### src/rtl/fpr_pkg.sv
`timescale 1ns / 1ps
`default_nettype none

package fpr_pkg;

  localparam int VIRTUAL_PAGES = 32;
  localparam int MAX_FRAMES    = 32;

  localparam int PAGE_W  = 5;
  localparam int FRAME_W = 5;
  localparam int COUNT_W = 6;
  localparam int FAULT_W = 16;

  localparam logic [COUNT_W-1:0] FRAME_COUNT_RESET = COUNT_W'(4);
  localparam logic [COUNT_W-1:0] FRAME_COUNT_MAX   = COUNT_W'(MAX_FRAMES);
  localparam logic [FAULT_W-1:0] FAULT_MAX         = {FAULT_W{1'b1}};

  typedef enum logic {
    ST_IDLE,
    ST_LOOKUP
  } state_t;

endpackage

`default_nettype wire

### src/rtl/fpr_req_if.sv
`timescale 1ns / 1ps
`default_nettype none

interface fpr_req_if import fpr_pkg::*; ();

  logic              valid;
  logic              ready;
  logic [PAGE_W-1:0] page_number;

  modport source (output valid, output page_number, input ready);
  modport sink   (input valid, input page_number, output ready);

endinterface

`default_nettype wire

### src/rtl/fpr_rsp_if.sv
`timescale 1ns / 1ps
`default_nettype none

interface fpr_rsp_if import fpr_pkg::*; ();

  logic               valid;
  logic               ready;
  logic               hit;
  logic [FRAME_W-1:0] frame;
  logic               evicted_valid;
  logic [PAGE_W-1:0]  evicted_page;
  logic [FAULT_W-1:0] fault_count;

  modport source (
    output valid, output hit, output frame, output evicted_valid,
    output evicted_page, output fault_count, input ready
  );
  modport sink (
    input valid, input hit, input frame, input evicted_valid,
    input evicted_page, input fault_count, output ready
  );

endinterface

`default_nettype wire

### src/rtl/fifo_page_replacement.sv
// fifo page replacement unit
// req carries one virtual page number per request (valid/ready); rsp returns
// one result per request: hit flag, frame now holding the page, the evicted
// page if any and the saturating fault count.
// cfg_wr_en/cfg_wr_data write the frame count (1..32, 0 acts as 1, larger
// values act as 32); a write also clears the page table, the round-robin
// pointer and the fault count. Write it only while no request is in flight.
// Flow: an accepted request and its page table and owner reads are registered,
// the lookup runs in ST_LOOKUP, and its result goes to the output register.
// Requests do not overlap: req is ready only in ST_IDLE, as the page table and
// owner memories are read before the write-back of the same request.
// The result sits in an output register, so a new request is accepted while
// the previous result waits; if rsp stalls, the lookup holds until the output
// register frees and req stays not ready meanwhile.
// Reset: synchronous, frame count 4, all pages non-resident, count zero.
`timescale 1ns / 1ps
`default_nettype none

module fifo_page_replacement import fpr_pkg::*; (
  input  logic               clk,
  input  logic               rst,
  input  logic               cfg_wr_en,
  input  logic [COUNT_W-1:0] cfg_wr_data,
  fpr_req_if.sink            req,
  fpr_rsp_if.source          rsp
);

  state_t state;
  state_t state_next;

  logic [COUNT_W-1:0]       frame_count;
  logic [COUNT_W-1:0]       n_frames;
  logic [VIRTUAL_PAGES-1:0] page_valid;
  logic [FRAME_W-1:0]       next_frame;
  logic [COUNT_W-1:0]       frames_used;
  logic [FAULT_W-1:0]       faults;

  logic [FRAME_W-1:0] page_frame_mem [VIRTUAL_PAGES];
  logic [PAGE_W-1:0]  frame_owner_mem [MAX_FRAMES];
  logic [FRAME_W-1:0] page_frame_rd;
  logic [PAGE_W-1:0]  owner_rd;
  logic [PAGE_W-1:0]  page;

  logic               accept;
  logic               step;
  logic               hit_now;
  logic               full;
  logic               evict;
  logic [FRAME_W-1:0] alloc_frame;
  logic [FRAME_W-1:0] res_frame;
  logic [FAULT_W-1:0] faults_inc;
  logic [FRAME_W-1:0] next_frame_inc;

  assign accept = req.valid && req.ready;

  always_comb begin
    if (frame_count == '0) begin
      n_frames = COUNT_W'(1);
    end else if (frame_count > FRAME_COUNT_MAX) begin
      n_frames = FRAME_COUNT_MAX;
    end else begin
      n_frames = frame_count;
    end
  end

  always_ff @(posedge clk) begin
    if (rst) begin
      state <= ST_IDLE;
    end else begin
      state <= state_next;
    end
  end

  always_comb begin
    state_next = state;
    step       = 1'b0;
    req.ready  = 1'b0;
    case (state)
      ST_IDLE: begin
        req.ready = 1'b1;
        if (req.valid) begin
          state_next = ST_LOOKUP;
        end
      end
      ST_LOOKUP: begin
        if (!rsp.valid || rsp.ready) begin
          step       = 1'b1;
          state_next = ST_IDLE;
        end
      end
      default: begin
        state_next = ST_IDLE;
      end
    endcase
  end

  // lookup and replacement decision
  always_comb begin
    hit_now     = page_valid[page];
    full        = frames_used >= n_frames;
    alloc_frame = full ? next_frame : frames_used[FRAME_W-1:0];
    res_frame   = hit_now ? page_frame_rd : alloc_frame;
    evict       = !hit_now && full;
    faults_inc  = (faults != FAULT_MAX) ? faults + FAULT_W'(1) : faults;
    if (({1'b0, next_frame} + COUNT_W'(1)) == n_frames) begin
      next_frame_inc = '0;
    end else begin
      next_frame_inc = next_frame + FRAME_W'(1);
    end
  end

  always_ff @(posedge clk) begin
    if (accept) begin
      page          <= req.page_number;
      page_frame_rd <= page_frame_mem[req.page_number];
    end
    if (step && !hit_now) begin
      page_frame_mem[page] <= alloc_frame;
    end
  end

  always_ff @(posedge clk) begin
    if (accept) begin
      owner_rd <= frame_owner_mem[next_frame];
    end
    if (step && !hit_now) begin
      frame_owner_mem[alloc_frame] <= page;
    end
  end

  always_ff @(posedge clk) begin
    if (rst) begin
      frame_count <= FRAME_COUNT_RESET;
      page_valid  <= '0;
      next_frame  <= '0;
      frames_used <= '0;
      faults      <= '0;
    end else if (cfg_wr_en) begin
      frame_count <= cfg_wr_data;
      page_valid  <= '0;
      next_frame  <= '0;
      frames_used <= '0;
      faults      <= '0;
    end else if (step && !hit_now) begin
      faults <= faults_inc;
      if (full) begin
        next_frame           <= next_frame_inc;
        page_valid[owner_rd] <= 1'b0;
      end else begin
        frames_used <= frames_used + COUNT_W'(1);
      end
      page_valid[page] <= 1'b1;
    end
  end

  always_ff @(posedge clk) begin
    if (rst) begin
      rsp.valid <= 1'b0;
    end else if (step) begin
      rsp.valid <= 1'b1;
    end else if (rsp.ready) begin
      rsp.valid <= 1'b0;
    end
  end

  always_ff @(posedge clk) begin
    if (step) begin
      rsp.hit           <= hit_now;
      rsp.frame         <= res_frame;
      rsp.evicted_valid <= evict;
      rsp.evicted_page  <= evict ? owner_rd : '0;
      rsp.fault_count   <= hit_now ? faults : faults_inc;
    end
  end

  a_used_bounded: assert property (@(posedge clk) disable iff (rst)
    frames_used <= n_frames)
    else $error("frames in use exceed frame count");

  a_pointer_bounded: assert property (@(posedge clk) disable iff (rst)
    {1'b0, next_frame} < n_frames)
    else $error("round-robin pointer out of range");

  a_pointer_after_fill: assert property (@(posedge clk) disable iff (rst)
    next_frame != '0 |-> frames_used == n_frames)
    else $error("pointer moved before all frames were used");

  a_evict_on_miss: assert property (@(posedge clk) disable iff (rst)
    rsp.valid && rsp.evicted_valid |-> !rsp.hit)
    else $error("eviction reported on a hit");

  a_lookup_follows_accept: assert property (@(posedge clk) disable iff (rst)
    accept |=> state == ST_LOOKUP && !req.ready)
    else $error("request accepted without lookup");

endmodule

`default_nettype wire

### src/flat_wrapper.sv
// flat-port wrapper written by rule: the top's interface ports become plain ports
module fifo_page_replacement_flat import fpr_pkg::*;
  (clk, rst, cfg_wr_en, cfg_wr_data, req_valid, req_page_number, req_ready, rsp_valid, rsp_hit, rsp_frame, rsp_evicted_valid, rsp_evicted_page, rsp_fault_count, rsp_ready);
  fpr_req_if req_i ();
  fpr_rsp_if rsp_i ();
  input  logic clk;
  input  logic rst;
  input  logic cfg_wr_en;
  input  logic [COUNT_W-1:0] cfg_wr_data;
  input wire logic [$bits(req_i.valid)-1:0] req_valid;
  input wire logic [$bits(req_i.page_number)-1:0] req_page_number;
  output wire logic [$bits(req_i.ready)-1:0] req_ready;
  output wire logic [$bits(rsp_i.valid)-1:0] rsp_valid;
  output wire logic [$bits(rsp_i.hit)-1:0] rsp_hit;
  output wire logic [$bits(rsp_i.frame)-1:0] rsp_frame;
  output wire logic [$bits(rsp_i.evicted_valid)-1:0] rsp_evicted_valid;
  output wire logic [$bits(rsp_i.evicted_page)-1:0] rsp_evicted_page;
  output wire logic [$bits(rsp_i.fault_count)-1:0] rsp_fault_count;
  input wire logic [$bits(rsp_i.ready)-1:0] rsp_ready;
  assign req_i.valid = req_valid;
  assign req_i.page_number = req_page_number;
  assign req_ready = req_i.ready;
  assign rsp_valid = rsp_i.valid;
  assign rsp_hit = rsp_i.hit;
  assign rsp_frame = rsp_i.frame;
  assign rsp_evicted_valid = rsp_i.evicted_valid;
  assign rsp_evicted_page = rsp_i.evicted_page;
  assign rsp_fault_count = rsp_i.fault_count;
  assign rsp_i.ready = rsp_ready;
  fifo_page_replacement u_core (.clk(clk), .rst(rst), .cfg_wr_en(cfg_wr_en), .cfg_wr_data(cfg_wr_data), .req(req_i), .rsp(rsp_i));
endmodule
### config.mk
export PLATFORM = sky130hd
export DESIGN_NAME = fifo_page_replacement_flat
export DESIGN_NICKNAME = d
export VERILOG_FILES = /design/src/rtl/fpr_pkg.sv /design/src/rtl/fpr_req_if.sv /design/src/rtl/fpr_rsp_if.sv /design/src/rtl/fifo_page_replacement.sv /design/src/flat_wrapper.sv
export SDC_FILE = /design/constraint.sdc
export NUM_CORES = 1
export LEC_CHECK = 0
export ABC_CLOCK_PERIOD_IN_PS = 11300
export BUFFER_PORTS_ARGS = -buffer_cell sky130_fd_sc_hd__buf_2
export CAP_MARGIN = 20
export CORE_UTILIZATION = 45
export CTS_CLUSTER_DIAMETER = 40
export DETAILED_ROUTE_END_ITERATION = 8
export GPL_TIMING_DRIVEN = 0
export SETUP_SLACK_MARGIN = 0.1
export SLEW_MARGIN = 40
export SYNTH_ARGS = -nofsm -noshare
export SYNTH_HDL_FRONTEND = slang
export SYNTH_SLANG_ARGS = --single-unit
### constraint.sdc
create_clock -name clk -period 11.3 [get_ports clk]
set_clock_uncertainty 0.15 [all_clocks]
set_input_delay 2.825 -clock clk [delete_from_list [all_inputs] [get_ports clk]]
set_output_delay 2.825 -clock clk [all_outputs]
set_load 0.03 [all_outputs]
# == Word-level counts from Yosys, hierarchy flattened ==
# Memory sizes are Yosys's and may differ from the RTL's. A register that Yosys moved wholly into a read port is not among the register bits.
# Index checks and enable logic that the tools add are counted.
# word_totals
ram_bits,320
latchBits,0
elab_cells,72
output_inout_bits,30
regBits,100
inputBits,16
rom_bits,0
memories,2
# memory_table
memory,words,word_bits,rd,rd_clocked_by_memory_dff,wr,line_no,rtl
u_core.frame_owner_mem,32,5,1,1,1,fifo_page_replacement.sv:39,logic [PAGE_W-1:0] frame_owner_mem [MAX_FRAMES];
u_core.page_frame_mem,32,5,1,1,1,fifo_page_replacement.sv:38,logic [FRAME_W-1:0] page_frame_mem [VIRTUAL_PAGES];
# classes
div,0
n_addsub,4
shifts,0
reduce_logical,13
n_bitwise,5
n_eq_ne,2
order_cmp,6
mul,0
muxes,27
# op_table
operator,n
two-way mux 32 bit,4
bitwise AND 32 bit,1
two-way mux 16 bit,2
NOT 32 bit,1
OR 32 bit,1
adder 16 x 1 -> 16 bit (second input constant),1
!= test 16 bit (second input constant),1
two-way mux 5 bit,3
less-than comparator 5 x 6 -> 1 bit (second input constant),2
two-way mux 1 bit,12
two-way mux 6 bit,2
demux 1 bit (select 5 bit),2
>= comparator 5 x 1 -> 1 bit (second input constant),2
adder 5 x 1 -> 6 bit (second input constant),1
adder 6 x 1 -> 6 bit (second input constant),1
== test 6 bit,1
>= comparator 6 bit,1
greater-than comparator 6 bit (second input constant),1
logical NOT 6 bit,1
adder 5 x 1 -> 5 bit (second input constant),1
binary-select mux 1 bit (select 5 bit),1
logical AND 1 bit,5
AND reduction 2 bit,2
logical NOT 1 bit,2
other kinds (5),6

# == Depth between registers and ports, before layout ==
# depth
word_depth,11
mapped_depth,13
mapped_depth_nobuf,12

# == Least setup slack after synthesis ==
# OpenSTA, ideal clock, no wires.
# synth_timing
kind,input-to-reg
from,input port rsp_ready
to,register u_core.page_valid[27]
t_required_ns,11.035
path_slack_ns,6.023
setup_time_ns,0.115
t_arrival_ns,5.013
path_buffers,1
path_stages,7
path_cell_list,nand2b_1 nand2_1 inv_1 clkbuf_1 nand3_1 o31a_1 o21a_1
# synth_via
elab_chain_cells,4
# synth_lines
element,line_no,rtl
start: declaration,flat_wrapper.sv:19,input wire logic [$bits(rsp_i.ready)-1:0] rsp_ready;
logical OR 1 bit,fifo_page_replacement.sv:86,if (!rsp.valid || rsp.ready) begin
two-way mux 1 bit,fifo_page_replacement.sv:86,
two-way mux 1 bit,fifo_page_replacement.sv:78,case (state)
net u_core.step,fifo_page_replacement.sv:45,logic step;
logical AND 1 bit,fifo_page_replacement.sv:144,end else if (step && !hit_now) begin
end signal: assignment,fifo_page_replacement.sv:140,page_valid <= '0;
end signal: indexed assignment,fifo_page_replacement.sv:148,page_valid[owner_rd] <= 1'b0;
end signal: indexed assignment,fifo_page_replacement.sv:152,page_valid[page] <= 1'b1;
end: declaration,fifo_page_replacement.sv:33,logic [VIRTUAL_PAGES-1:0] page_valid;
# The timed path passes the listed nets, and every way through them passes these cells.
# A chain may end at the register's enable or synchronous reset.

==> results.py <==
metrics = {
    "status": {
        "outcome": "finished clean",
    },
    "logic_synthesis": {
        "synth.most_common_cell": "edfxtp_1",
        "ys_seq_area_share_pct": 68.7,
        "netlist_top_cells_area": "edfxtp_1, mux4_2, dfxtp_1",
        "synth-main-ff-cell": "edfxtp_1",
        "synth_area_leader_cell": "edfxtp_1",
        "synthArstFlopShare_pct": 0,
        "synth_area_per_cell_um2": 16.6,
        "synth_cells": 1074,
        "ys_ff_latch": 430,
        "synth_commonest_cells": "edfxtp_1, mux4_2, nor2_1",
        "post-synth-top-area-fraction_pct": 61.2,
        "yosysWarnings": 0,
        "synth.distinct_cells": 57,
        "synth_edf_count": 363,
        "syn_nets": 1099,
        "syn_area_um2": 17800,
    },
    "global_routing": {
        "track_usage_pct": 19.9,
        "grt_pass1_vias": 9981,
        "grt_max_degree": 38,
        "antenna_found_initial": 0,
        "grt.overflow.total": 0,
        "grt_pass1_wl_um": 60400,
    },
    "worst_setup_path": {
        "crit_arrival_ns": 5.06,
        "critPathMostFrequentCell": "mux4_2",
        "critPathKind": "in2reg",
        "reg2reg_depth": 13,
        "required_ns": 11.48,
        "slowest_delay_ns": 0.62,
        "path_delay_family": "multiplexers",
        "reg2reg_slack_ns": 6.49,
        "end_kind": "flip-flop",
        "crit_slowest_cell": "mux4_2",
        "reg2reg_from": "u_core.frame_count[3]",
        "r2r-end": "u_core.frame_owner_mem[29][3]",
        "worstSetupStartpointType": "input pin",
        "crit_chain": "buf_2, clkbuf_1, clkbuf_2, mux4_2, mux4_2, mux2_2",
        "path_buf_inv": 3,
        "path_max_fanout": 10,
    },
    "worst_hold_path": {
        "worst_hold_path_type": "reg2reg",
        "min_to": "u_core.page_valid[3]",
        "min_path_cells": 2,
        "worstHoldStart": "u_core.page_valid[3]",
    },
    "floorplan": {
        "placementRows": 72,
        "core-area_um2": 38800,
        "start_util_pct": 45.9,
        "dieArea_um2": 40400,
        "die_h_um": 201,
        "die_x_um": 201,
        "io_pins": 46,
    },
    "route": {
        "dr.first_iter.drc_count": 566,
        "routedWlPerCell_um": 22.5,
        "dr.pass1.iters": 5,
        "drt_wl_total_um": 39200,
        "drc": 0,
        "num_vias": 9736,
        "via_per_inst": 5.58,
        "final_antenna_net_count": 0,
    },
    "clocking": {
        "cts_buffers": 56,
        "htreeDepth": 2,
        "cts_tree": "built",
        "clkTransAtPathRegs_ns": 0.05,
        "clkSinkCount": 430,
        "cts_setup_buffers": 0,
        "cts.path.max_buffers": 3,
        "clk_latency_ns": 0.59,
        "cts_resized": 0,
        "holdBufCountCts": 0,
        "root_buffer": "clkbuf_16",
    },
    "timing": {
        "slew_viol_final": 0,
        "worst_pin_slew_ns": 0.773,
        "setup_tns_ns": 0,
        "slew_headroom_pct": 47.1,
        "min_period_ns": 4.88,
        "setup_viol": 0,
        "finalHoldViolCount": 0,
        "worst_slack_ns": 6.42,
        "max_freq_mhz": 205,
        "rsz0062_at_grt": "false",
        "fin_crit_sh_pct": 43.2,
    },
    "run": {
        "max_cap_violations": 0,
    },
    "cells_and_area": {
        "final_core_util_pct": 53.1,
        "diodes": 0,
        "syn2layout_area_growth_pct": 15.6,
        "drive_gt1_share_pct": 24.3,
        "final_net_count": 1207,
    },
    "pwr": {
        "irDropWorstVdd_uv": 127,
        "leakage_nw": 6.74,
        "powerDensity_nw_per_um2": 173,
    },
    "placement": {
        "io_buffers": 43,
        "hpwl_um": 27100,
        "gp_congestion": 0.866,
        "dp_slack_ns": 5.47,
    },
}
## routing by layer
metal	share of wire [%]	GRT usage [%]
met5	0	0
met1	45	27.5
met3	4.9	3.88
met2	48	32.2
met4	2.3	5.97
## logic make-up after synthesis
| group | count (synthesis) | synth area share [%] |
|---|---|---|
| DFF | 430 | 68.7 |
| and+or+nand+nor | 276 | 7.51 |
| muxes | 144 | 15.3 |
| AOI/OAI and AO/OA | 112 | 4.56 |
| buffers and inverters | 71 | 1.65 |
| xor gates and xnor gates | 32 | 1.66 |
| adders and majority gates | 9 | 0.632 |
## state kept, by name, summed over array words and instances (netlist names)
name,cells
u_core.rsp.fault_count,16
u_core.frames_used,6
u_core.state,1
u_core.page_valid,32
u_core.page,5
u_core.rsp.evicted_valid,1
u_core.page_frame_rd,5
u_core.rsp.frame,5
u_core.frame_count,6
u_core.rsp.hit,1
u_core.frame_owner_mem,160
u_core.faults,16
u_core.rsp.valid,1
u_core.rsp.evicted_page,5
u_core.owner_rd,5
u_core.page_frame_mem,160
u_core.next_frame,5
## placed cells by master (no fill, tap or decap), drive strengths merged, types with 12 or more instances in the layout
cell type    n
mux4       101
nor2       112
inv         21
dfxtp       67
clkinv      22
o31a        14
mux2        18
xnor2       20
nand2b      18
nor3        13
clkbuf     109
nand3       17
edfxtp     363
mux2i       25
buf         66
a21oi       12
o21a        44
nand2       55
## stage by stage
step / hold WS [ns] / instances / power (W) / instance area [um^2]
final: 0.310 / 1746 / 0.00357 / 20600
after global routing: 0.324 / 1746 / 0.00367 / 20600
after CTS: 0.311 / 1746 / 0.00360 / 20600
after detailed placement: 0.304 / 1642 / 0.00191 / 18800
after global placement: 0.289 / 1635 / 0.00191 / 18700
after floorplan: 0.277 / 1074 / 0.00186 / 17800
## worst max path at each step
stage | depth (start not counted) | endpoint | slack (ns) | startpoint
final | 6 | u_core.page_frame_rd[4] | 6.42 | req_page_number[0]
after global routing | 13 | u_core.frame_owner_mem[27][4] | 6.22 | u_core.frame_count[3]
after CTS | 6 | u_core.page_frame_rd[4] | 6.10 | req_page_number[0]
after detailed placement | 6 | u_core.page_frame_rd[4] | 5.47 | req_page_number[0]
after global placement | 8 | u_core.page_valid[27] | 4.85 | rsp_ready
after floorplan | 7 | u_core.page_valid[27] | 6.02 | rsp_ready
## final cells by class
| class | count | area (um^2) |
|---|---|---|
| Fill cell | 3154 | 18200 |
| Sequential cell | 430 | 12200 |
| Multi-Input combinational cell | 573 | 5300 |
| Clock buffer | 65 | 1470 |
| Tap cell | 518 | 648 |
| Clock inverter | 39 | 337 |
| Timing Repair Buffer | 50 | 294 |
| Buffer | 60 | 268 |
| Inverter | 11 | 41.3 |
## worst register-to-register path: cells and delay by family, from the launching register on
kind | cells | cell delay [ns]
AO/OA/AOI/OAI | 4 | 1.32
adder cells (fa/ha/maj) | 1 | 0.27
buffers and inverters | 3 | 1.12
flip-flops | 1 | 0.39
multiplexers | 1 | 0.28
AND/OR/NAND/NOR | 4 | 0.93
## report_power, final
group	internal [W]	switching, W	total, W
logic	0.0000452	0.0000940	0.000139
clock network	0.00101	0.000676	0.00169
registers	0.00173	0.0000110	0.00174
Note: power is estimated with default switching activity, not from simulation.
